===== src/hw/rtl/i2cmer_pkg.sv =====
`timescale 1ns / 1ps
// Package for the I2C master register block with its preloaded byte store.
// Holds operation, register offset and error codes. No dependencies.
package i2cmer_pkg;

    typedef enum logic [1:0] {
        OP_READ  = 2'd0,
        OP_WRITE = 2'd1,
        OP_LOAD  = 2'd2,
        OP_NONE  = 2'd3
    } op_t;

    typedef enum logic [1:0] {
        ERR_OK      = 2'd0,
        ERR_UNKNOWN = 2'd1,
        ERR_CTRL    = 2'd2,
        ERR_SPARE   = 2'd3
    } err_t;

    localparam logic [5:0] ADDR_TX       = 6'h00;
    localparam logic [5:0] ADDR_RX       = 6'h04;
    localparam logic [5:0] ADDR_CTRL     = 6'h08;
    localparam logic [5:0] ADDR_ISER     = 6'h0C;
    localparam logic [5:0] ADDR_ISR      = 6'h10;
    localparam logic [5:0] ADDR_STATUS   = 6'h14;
    localparam logic [5:0] ADDR_TX_LVL   = 6'h18;
    localparam logic [5:0] ADDR_RX_LVL   = 6'h1C;
    localparam logic [5:0] ADDR_SCL_LOW  = 6'h20;
    localparam logic [5:0] ADDR_SCL_HIGH = 6'h24;
    localparam logic [5:0] ADDR_SDA_HOLD = 6'h28;

    // Bit of a TX write that marks a start condition.
    localparam int TX_START_BIT = 9;

    localparam logic [31:0] CTRL_DISABLE = 32'd0;
    localparam logic [31:0] CTRL_ENABLE  = 32'd1;

endpackage


===== src/hw/rtl/i2cmer_in_if.sv =====
`timescale 1ns / 1ps
// Request channel: one bus access per item, valid/ready handshake.
// Depends on nothing.
interface i2cmer_in_if;
    logic        valid;
    logic        ready;
    logic [1:0]  operation;
    logic [5:0]  reg_addr;
    logic [31:0] write_data;
    logic [7:0]  mem_index;

    modport source (output valid, output operation, output reg_addr,
                    output write_data, output mem_index, input ready);
    modport sink   (input valid, input operation, input reg_addr,
                    input write_data, input mem_index, output ready);
endinterface


===== src/hw/rtl/i2cmer_out_if.sv =====
`timescale 1ns / 1ps
// Response channel: one result item per access, valid/ready handshake.
// Depends on nothing.
interface i2cmer_out_if;
    logic       valid;
    logic       ready;
    logic [7:0] read_data;
    logic       irq_pulse;
    logic [1:0] error_code;

    modport source (output valid, output read_data, output irq_pulse,
                    output error_code, input ready);
    modport sink   (input valid, input read_data, input irq_pulse,
                    input error_code, output ready);
endinterface


===== src/hw/rtl/i2c_master_eeprom_responder.sv =====
`timescale 1ns / 1ps
// I2C master register block that answers receive reads from a preloaded byte store.
// Depends on i2cmer_pkg, i2cmer_in_if and i2cmer_out_if.

// The block takes one access item per cycle and presents its result in an output
// register in the cycle after acceptance; the request side keeps accepting as
// long as the output register is empty or is being emptied in the same cycle.
// All register state updates at the edge that accepts the item, and the byte
// store is read synchronously at the current read offset on that same edge,
// so a receive pop returns the byte from the store's registered read port.
// The store is a single memory of STORE_DEPTH bytes with one write and one
// read port; its contents are undefined until loaded.
module i2c_master_eeprom_responder
    import i2cmer_pkg::*;
#(
    parameter int STORE_DEPTH = 256,
    parameter int LEVEL_MAX   = 255
)
(
    input  logic         clk,
    input  logic         rst_n,
    i2cmer_in_if.sink    req,
    i2cmer_out_if.source rsp
);

    localparam int              IDX_W    = $clog2(STORE_DEPTH);
    localparam logic [15:0]     DEPTH_W  = 16'(STORE_DEPTH);
    localparam logic [IDX_W-1:0] LAST_IDX = IDX_W'(STORE_DEPTH - 1);
    localparam logic [7:0]      LEVEL_TOP = 8'(LEVEL_MAX);

    // Reduces a byte modulo the store depth by shifted compare and subtract.
    function automatic logic [IDX_W-1:0] wrap_index(input logic [7:0] value);
        logic [15:0] rem;
        rem = {8'd0, value};
        for (int k = 7; k >= 0; k--)
        begin
            if (rem >= (DEPTH_W << k))
            begin
                rem = rem - (DEPTH_W << k);
            end
        end
        return rem[IDX_W-1:0];
    endfunction

    logic             enabled_reg, enabled_next;
    logic             tx_ie_reg, tx_ie_next;
    logic             rx_ie_reg, rx_ie_next;
    logic             wr_dir_reg, wr_dir_next;
    logic [7:0]       rx_level_reg, rx_level_next;
    logic [IDX_W-1:0] offset_reg, offset_next;

    logic       rsp_valid_reg;
    logic [7:0] rd_val_reg, rd_val_next;
    logic       pop_reg, pop_next;
    logic       irq_reg, irq_next;
    err_t       err_reg, err_next;
    logic [7:0] mem_rd_reg;

    logic [7:0] mem [STORE_DEPTH];

    logic accept;
    op_t  op;

    assign req.ready = !rsp_valid_reg || rsp.ready;
    assign accept    = req.valid && req.ready;
    assign op        = op_t'(req.operation);

    always_comb
    begin
        enabled_next  = enabled_reg;
        tx_ie_next    = tx_ie_reg;
        rx_ie_next    = rx_ie_reg;
        wr_dir_next   = wr_dir_reg;
        rx_level_next = rx_level_reg;
        offset_next   = offset_reg;
        rd_val_next   = 8'd0;
        pop_next      = 1'b0;
        irq_next      = 1'b0;
        err_next      = ERR_OK;
        unique case (op)
            OP_READ:
            begin
                unique case (req.reg_addr)
                    ADDR_RX:
                    begin
                        if (rx_level_reg != 8'd0)
                        begin
                            pop_next      = 1'b1;
                            rx_level_next = rx_level_reg - 8'd1;
                            offset_next   = (offset_reg == LAST_IDX) ? '0
                                            : offset_reg + IDX_W'(1);
                        end
                    end
                    ADDR_CTRL:   rd_val_next = {7'd0, enabled_reg};
                    ADDR_ISER:   rd_val_next = {6'd0, rx_ie_reg, tx_ie_reg};
                    ADDR_ISR:    rd_val_next = {6'd0, rx_level_reg != 8'd0, 1'b1};
                    ADDR_STATUS, ADDR_TX_LVL: rd_val_next = 8'd0;
                    ADDR_RX_LVL: rd_val_next = rx_level_reg;
                    default:     err_next = ERR_UNKNOWN;
                endcase
            end
            OP_WRITE:
            begin
                unique case (req.reg_addr)
                    ADDR_TX:
                    begin
                        if (req.write_data[TX_START_BIT])
                        begin
                            wr_dir_next = !req.write_data[0];
                        end
                        else if (wr_dir_reg)
                        begin
                            offset_next = wrap_index(req.write_data[7:0]);
                            irq_next    = enabled_reg && tx_ie_reg;
                        end
                        else
                        begin
                            if (rx_level_reg < LEVEL_TOP)
                            begin
                                rx_level_next = rx_level_reg + 8'd1;
                            end
                            irq_next = enabled_reg && rx_ie_reg;
                        end
                    end
                    ADDR_CTRL:
                    begin
                        if (req.write_data == CTRL_DISABLE)
                        begin
                            enabled_next = 1'b0;
                        end
                        else if (req.write_data == CTRL_ENABLE)
                        begin
                            enabled_next  = 1'b1;
                            rx_level_next = 8'd0;
                        end
                        else
                        begin
                            err_next = ERR_CTRL;
                        end
                    end
                    ADDR_ISER:
                    begin
                        tx_ie_next = req.write_data[0];
                        rx_ie_next = req.write_data[1];
                    end
                    ADDR_ISR, ADDR_SCL_LOW, ADDR_SCL_HIGH, ADDR_SDA_HOLD: ;
                    default: err_next = ERR_UNKNOWN;
                endcase
            end
            OP_LOAD: ;
            default: err_next = ERR_UNKNOWN;
        endcase
    end

    always_ff @(posedge clk or negedge rst_n)
    begin
        if (!rst_n)
        begin
            enabled_reg   <= 1'b0;
            tx_ie_reg     <= 1'b0;
            rx_ie_reg     <= 1'b0;
            wr_dir_reg    <= 1'b0;
            rx_level_reg  <= 8'd0;
            offset_reg    <= '0;
            rsp_valid_reg <= 1'b0;
        end
        else
        begin
            if (accept)
            begin
                enabled_reg  <= enabled_next;
                tx_ie_reg    <= tx_ie_next;
                rx_ie_reg    <= rx_ie_next;
                wr_dir_reg   <= wr_dir_next;
                rx_level_reg <= rx_level_next;
                offset_reg   <= offset_next;
            end
            if (req.ready)
            begin
                rsp_valid_reg <= accept;
            end
        end
    end

    always_ff @(posedge clk)
    begin
        if (accept)
        begin
            rd_val_reg <= rd_val_next;
            pop_reg    <= pop_next;
            irq_reg    <= irq_next;
            err_reg    <= err_next;
        end
    end

    // Byte store: load port and a read port addressed by the current offset.
    always_ff @(posedge clk)
    begin
        if (accept && op == OP_LOAD)
        begin
            mem[wrap_index(req.mem_index)] <= req.write_data[7:0];
        end
        if (accept)
        begin
            mem_rd_reg <= mem[offset_reg];
        end
    end

    assign rsp.valid      = rsp_valid_reg;
    assign rsp.read_data  = pop_reg ? mem_rd_reg : rd_val_reg;
    assign rsp.irq_pulse  = irq_reg;
    assign rsp.error_code = err_reg;

endmodule


===== src/flat_wrapper.sv =====
// flat-port wrapper written by rule: the top's interface ports become plain ports
module i2c_master_eeprom_responder_flat import i2cmer_pkg::*;
#(
    parameter int STORE_DEPTH = 256,
    parameter int LEVEL_MAX   = 255
)
  (clk, rst_n, req_valid, req_operation, req_reg_addr, req_write_data, req_mem_index, req_ready, rsp_valid, rsp_read_data, rsp_irq_pulse, rsp_error_code, rsp_ready);
  i2cmer_in_if req_i ();
  i2cmer_out_if rsp_i ();
  input  logic clk;
  input  logic rst_n;
  input wire logic [$bits(req_i.valid)-1:0] req_valid;
  input wire logic [$bits(req_i.operation)-1:0] req_operation;
  input wire logic [$bits(req_i.reg_addr)-1:0] req_reg_addr;
  input wire logic [$bits(req_i.write_data)-1:0] req_write_data;
  input wire logic [$bits(req_i.mem_index)-1:0] req_mem_index;
  output wire logic [$bits(req_i.ready)-1:0] req_ready;
  output wire logic [$bits(rsp_i.valid)-1:0] rsp_valid;
  output wire logic [$bits(rsp_i.read_data)-1:0] rsp_read_data;
  output wire logic [$bits(rsp_i.irq_pulse)-1:0] rsp_irq_pulse;
  output wire logic [$bits(rsp_i.error_code)-1:0] rsp_error_code;
  input wire logic [$bits(rsp_i.ready)-1:0] rsp_ready;
  assign req_i.valid = req_valid;
  assign req_i.operation = req_operation;
  assign req_i.reg_addr = req_reg_addr;
  assign req_i.write_data = req_write_data;
  assign req_i.mem_index = req_mem_index;
  assign req_ready = req_i.ready;
  assign rsp_valid = rsp_i.valid;
  assign rsp_read_data = rsp_i.read_data;
  assign rsp_irq_pulse = rsp_i.irq_pulse;
  assign rsp_error_code = rsp_i.error_code;
  assign rsp_i.ready = rsp_ready;
  i2c_master_eeprom_responder #(.STORE_DEPTH(STORE_DEPTH), .LEVEL_MAX(LEVEL_MAX)) u_core (.clk(clk), .rst_n(rst_n), .req(req_i), .rsp(rsp_i));
endmodule

===== config.mk =====
export PLATFORM = sky130hd
export DESIGN_NAME = i2c_master_eeprom_responder_flat
export DESIGN_NICKNAME = d
export VERILOG_FILES = /design/src/hw/rtl/i2cmer_pkg.sv /design/src/hw/rtl/i2cmer_in_if.sv /design/src/hw/rtl/i2cmer_out_if.sv /design/src/hw/rtl/i2c_master_eeprom_responder.sv /design/src/flat_wrapper.sv
export SDC_FILE = /design/constraint.sdc
export NUM_CORES = 2
export LEC_CHECK = 0
export CAP_MARGIN = 10
export CORE_MARGIN = 5
export CORE_UTILIZATION = 35
export CTS_BUF_LIST = sky130_fd_sc_hd__clkbuf_16
export DETAILED_ROUTE_END_ITERATION = 8
export DONT_BUFFER_PORTS = 1
export PLACE_DENSITY = 0.45
export SYNTH_ARGS = -nofsm -noshare
export SYNTH_HDL_FRONTEND = slang
export SYNTH_SLANG_ARGS = --single-unit

===== constraint.sdc =====
create_clock -name clk -period 6.2 [get_ports clk]
set_clock_uncertainty 0.2 [all_clocks]
set_input_delay 1.24 -clock clk [delete_from_list [all_inputs] [get_ports clk]]
set_output_delay 1.24 -clock clk [all_outputs]
set_load 0.02 [all_outputs]

==> results.sh <==
export IMPL_status="complete, no violations"
export IMPL_fin_setup_tns_ps=0
export IMPL_hold_viol=0
export IMPL_ys_seq_elements=2089
export IMPL_drt_pass1_iterations=6
export IMPL_reg2reg_from="u_core.offset_reg[0]$_DFFE_PN0P_"
export IMPL_grt_max_degree=261
export IMPL_crit_fanout=38
export IMPL_start_kind="flip-flop"
export IMPL_utilization=0.398
export IMPL_synth_edf_count=2068
export IMPL_pin_count=65
export IMPL_period_needed_ps=5050
export IMPL_power_density_nw_per_um2=401
export IMPL_clockBufferDepth=3
export IMPL_drtAntennaViolNets=0
export IMPL_htreeDepth=4
export IMPL_via_per_inst=5.48
export IMPL_cts_setup_buffers=0
export IMPL_place_area_um2=85600
export IMPL_cap_violations=0
export IMPL_io_buffers=0
export IMPL_drtIter0Drc=4338
export IMPL_slew_headroom=0.0874
export IMPL_die_w_um=494
export IMPL_syn_area_per_cell_um2=20.3
export IMPL_synth_nets=4092
export IMPL_path_class="reg -> reg"
export IMPL_grt_ovfl_total=0
export IMPL_worst_r2r_cell_count=9
export IMPL_clock_sinks=2089
export IMPL_rsz0062_at_grt="false"
export IMPL_clkTransAtPathRegs_ps=60
export IMPL_synth_area_um2=82200
export IMPL_antenna_found_initial=17
export IMPL_dp_hpwl_um=136000
export IMPL_drv_slew=0
export IMPL_drc_errors=0
export IMPL_fin_crit_sh=0.814
export IMPL_leakagePower_nw=28.5
export IMPL_yosys_top_cells_count="2,068 x edfxtp_1, 444 x mux4_2, 332 x nor2_1"
export IMPL_fill_cells=20700
export IMPL_dieArea_um2=245000
export IMPL_cpPeakStageDelay_ps=1230
export IMPL_gp_congestion=0.786
export IMPL_r2r_slack_ps=1150
export IMPL_fin_nets=4175
export IMPL_startpoint="u_core.offset_reg[0]$_DFFE_PN0P_"
export IMPL_grt_pass1_vias=41400
export IMPL_ir_worst_vdd_mv=0.368
export IMPL_synth_top_area_share=0.756
export IMPL_cts_resized=0
export IMPL_setup_viol=0
export IMPL_cts_tree="done"
export IMPL_die_h_um=494
export IMPL_drive_above_1_share=0.213
export IMPL_fin_cells=7444
export IMPL_worst_pin_slew_ps=1370
export IMPL_finalWirelength_um=241000
export IMPL_coreArea_um2=233000
export IMPL_start_util=0.352
export IMPL_clock_root_buffer="clkbuf_16"
export IMPL_hold_slack_ps=305
export IMPL_seq_area_um2=62600
export IMPL_yosys_warnings=0
export IMPL_ys_async_sr_fraction=0.0101
export IMPL_end_kind="flip-flop"
export IMPL_synthTopCellsByArea="edfxtp_1 76%, mux4_2 12%, mux2i_1 2.8%"
export IMPL_worstPathCellList="buf_4, buf_4, mux4_2, nor2_1, nor2_1, a221oi_1, o21ai_0, nand3_1, o2111ai_1"
export IMPL_vias=40800
export IMPL_cpMaxStageDelayCell="dfrtp_4"
export IMPL_top_register="u_core.mem"
export IMPL_cts_buffers_inserted=218
export IMPL_largest_reg_flops=2048
export IMPL_grt_pass1_wl_um=337000
export IMPL_worst_ep_arrival_time_ps=5410
export IMPL_min_from="req_valid"
export IMPL_rows=177
export IMPL_yosysMostFrequentCell="edfxtp_1"
export IMPL_multi_input_area_um2=18100
export IMPL_synthDistinctLibCells=65
export IMPL_area_growth_pct=13.0
export IMPL_yosys_area_top_type="edfxtp_1"
export IMPL_clk_latency_ps=840
export IMPL_worst_hold_path_type="in -> reg"
export IMPL_worstPathRequired_ps=6570
export IMPL_final_area_um2=92800
export IMPL_wl_per_cell_um=32.4
export IMPL_ys_flop_type="edfxtp_1"
export IMPL_post_place_cells=7031
export IMPL_hold_depth=1
export IMPL_fmax_ghz=0.198
export IMPL_synthCells=4037
export IMPL_grt_usage=0.195
export IMPL_yosysSeqAreaShare=0.762
## logic make-up after synthesis
logic type / count (synthesis) / share of synthesized area
multiplexers: 694 / 0.154
AND/OR/NAND/NOR: 581 / 0.0301
buffers and inverters: 257 / 0.0190
AO/OA/AOI/OAI: 413 / 0.0341
adder cells (fa/ha/maj): 3 / 0.000457
flip-flops: 2089 / 0.762
## what timing repair did
item                                   CTS  global route
hold buffers                             1             0
endpoints found under the hold margin   21             0
setup endpoints to repair                0             0
## worst max-delay path, delay by kind of cell, from the launching register on
kind                   cells  cell delay, ps
AND/OR/NAND/NOR            3             440
flip-flops                 1            1230
AO/OA/AOI/OAI              3            1280
multiplexers               1             530
buffers and inverters      2            1020
## stage by stage
step	power [mW]	worst slack (ps)
after detailed placement	24.5	755
after global routing	38.4	800
after global placement	24.5	812
after CTS	37.6	1030
final	37.2	1150
after floorplan	21.1	2260
## layout make-up
class	instances	share of cell area
Sequential cell	2089	0.675
Multi-Input combinational cell	1691	0.195
Clock buffer	224	0.0604
Tap cell	3132	0.0422
Clock inverter	181	0.0165
Timing Repair Buffer	107	0.0106
Inverter	13	0.000607
Antenna cell	7	0.000189
## routing by layer
layer / track usage / vias up / wire length (um)
met5: 0 / - / 0
li1: - / 17000 / -
met1: 0.285 / 22100 / 108000
met2: 0.305 / 1386 / 113000
met3: 0.0379 / 247 / 16000
met4: 0.0438 / 0 / 4690
## where the power goes
| part | leakage (nW) | switching (mW) | internal (mW) |
|---|---|---|---|
| combinational | 5.95 | 5.02 | 3.13 |
| sequential | 18.9 | 0.374 | 15.6 |
| clock | 3.70 | 5.49 | 7.58 |
## worst paths after layout
check / endpoint
min in group asynchronous: u_core.wr_dir_reg$_DFFE_PN0P_
max in group asynchronous: u_core.offset_reg[3]$_DFFE_PN0P_
hold / removal: u_core.rsp.valid$_DFFE_PN0N_
hold reg to reg: u_core.rx_level_reg[7]$_DFFE_PN0P_
setup / recovery: u_core.mem_rd_reg[0]$_DFFE_PP_
setup reg to reg: u_core.mem_rd_reg[0]$_DFFE_PP_
## cell usage in the layout (no fill, tap or decap), types with 15 or more instances in the layout
master / n
edfxtp_1: 2068
mux4_2: 444
nor2_1: 329
mux2i_1: 228
clkbuf_16: 224
nand2_1: 102
buf_4: 92
a21oi_1: 83
o21ai_0: 75
inv_1: 60
o22ai_1: 58
clkinv_2: 47
clkinv_1: 42
a211oi_1: 32
a221oi_1: 29
nor3_1: 26
o221ai_1: 26
bufinv_16: 26
nand3_1: 25
a22oi_1: 22
nor4_1: 18
nor2b_1: 15
Note: power is estimated with default switching activity, not from simulation.
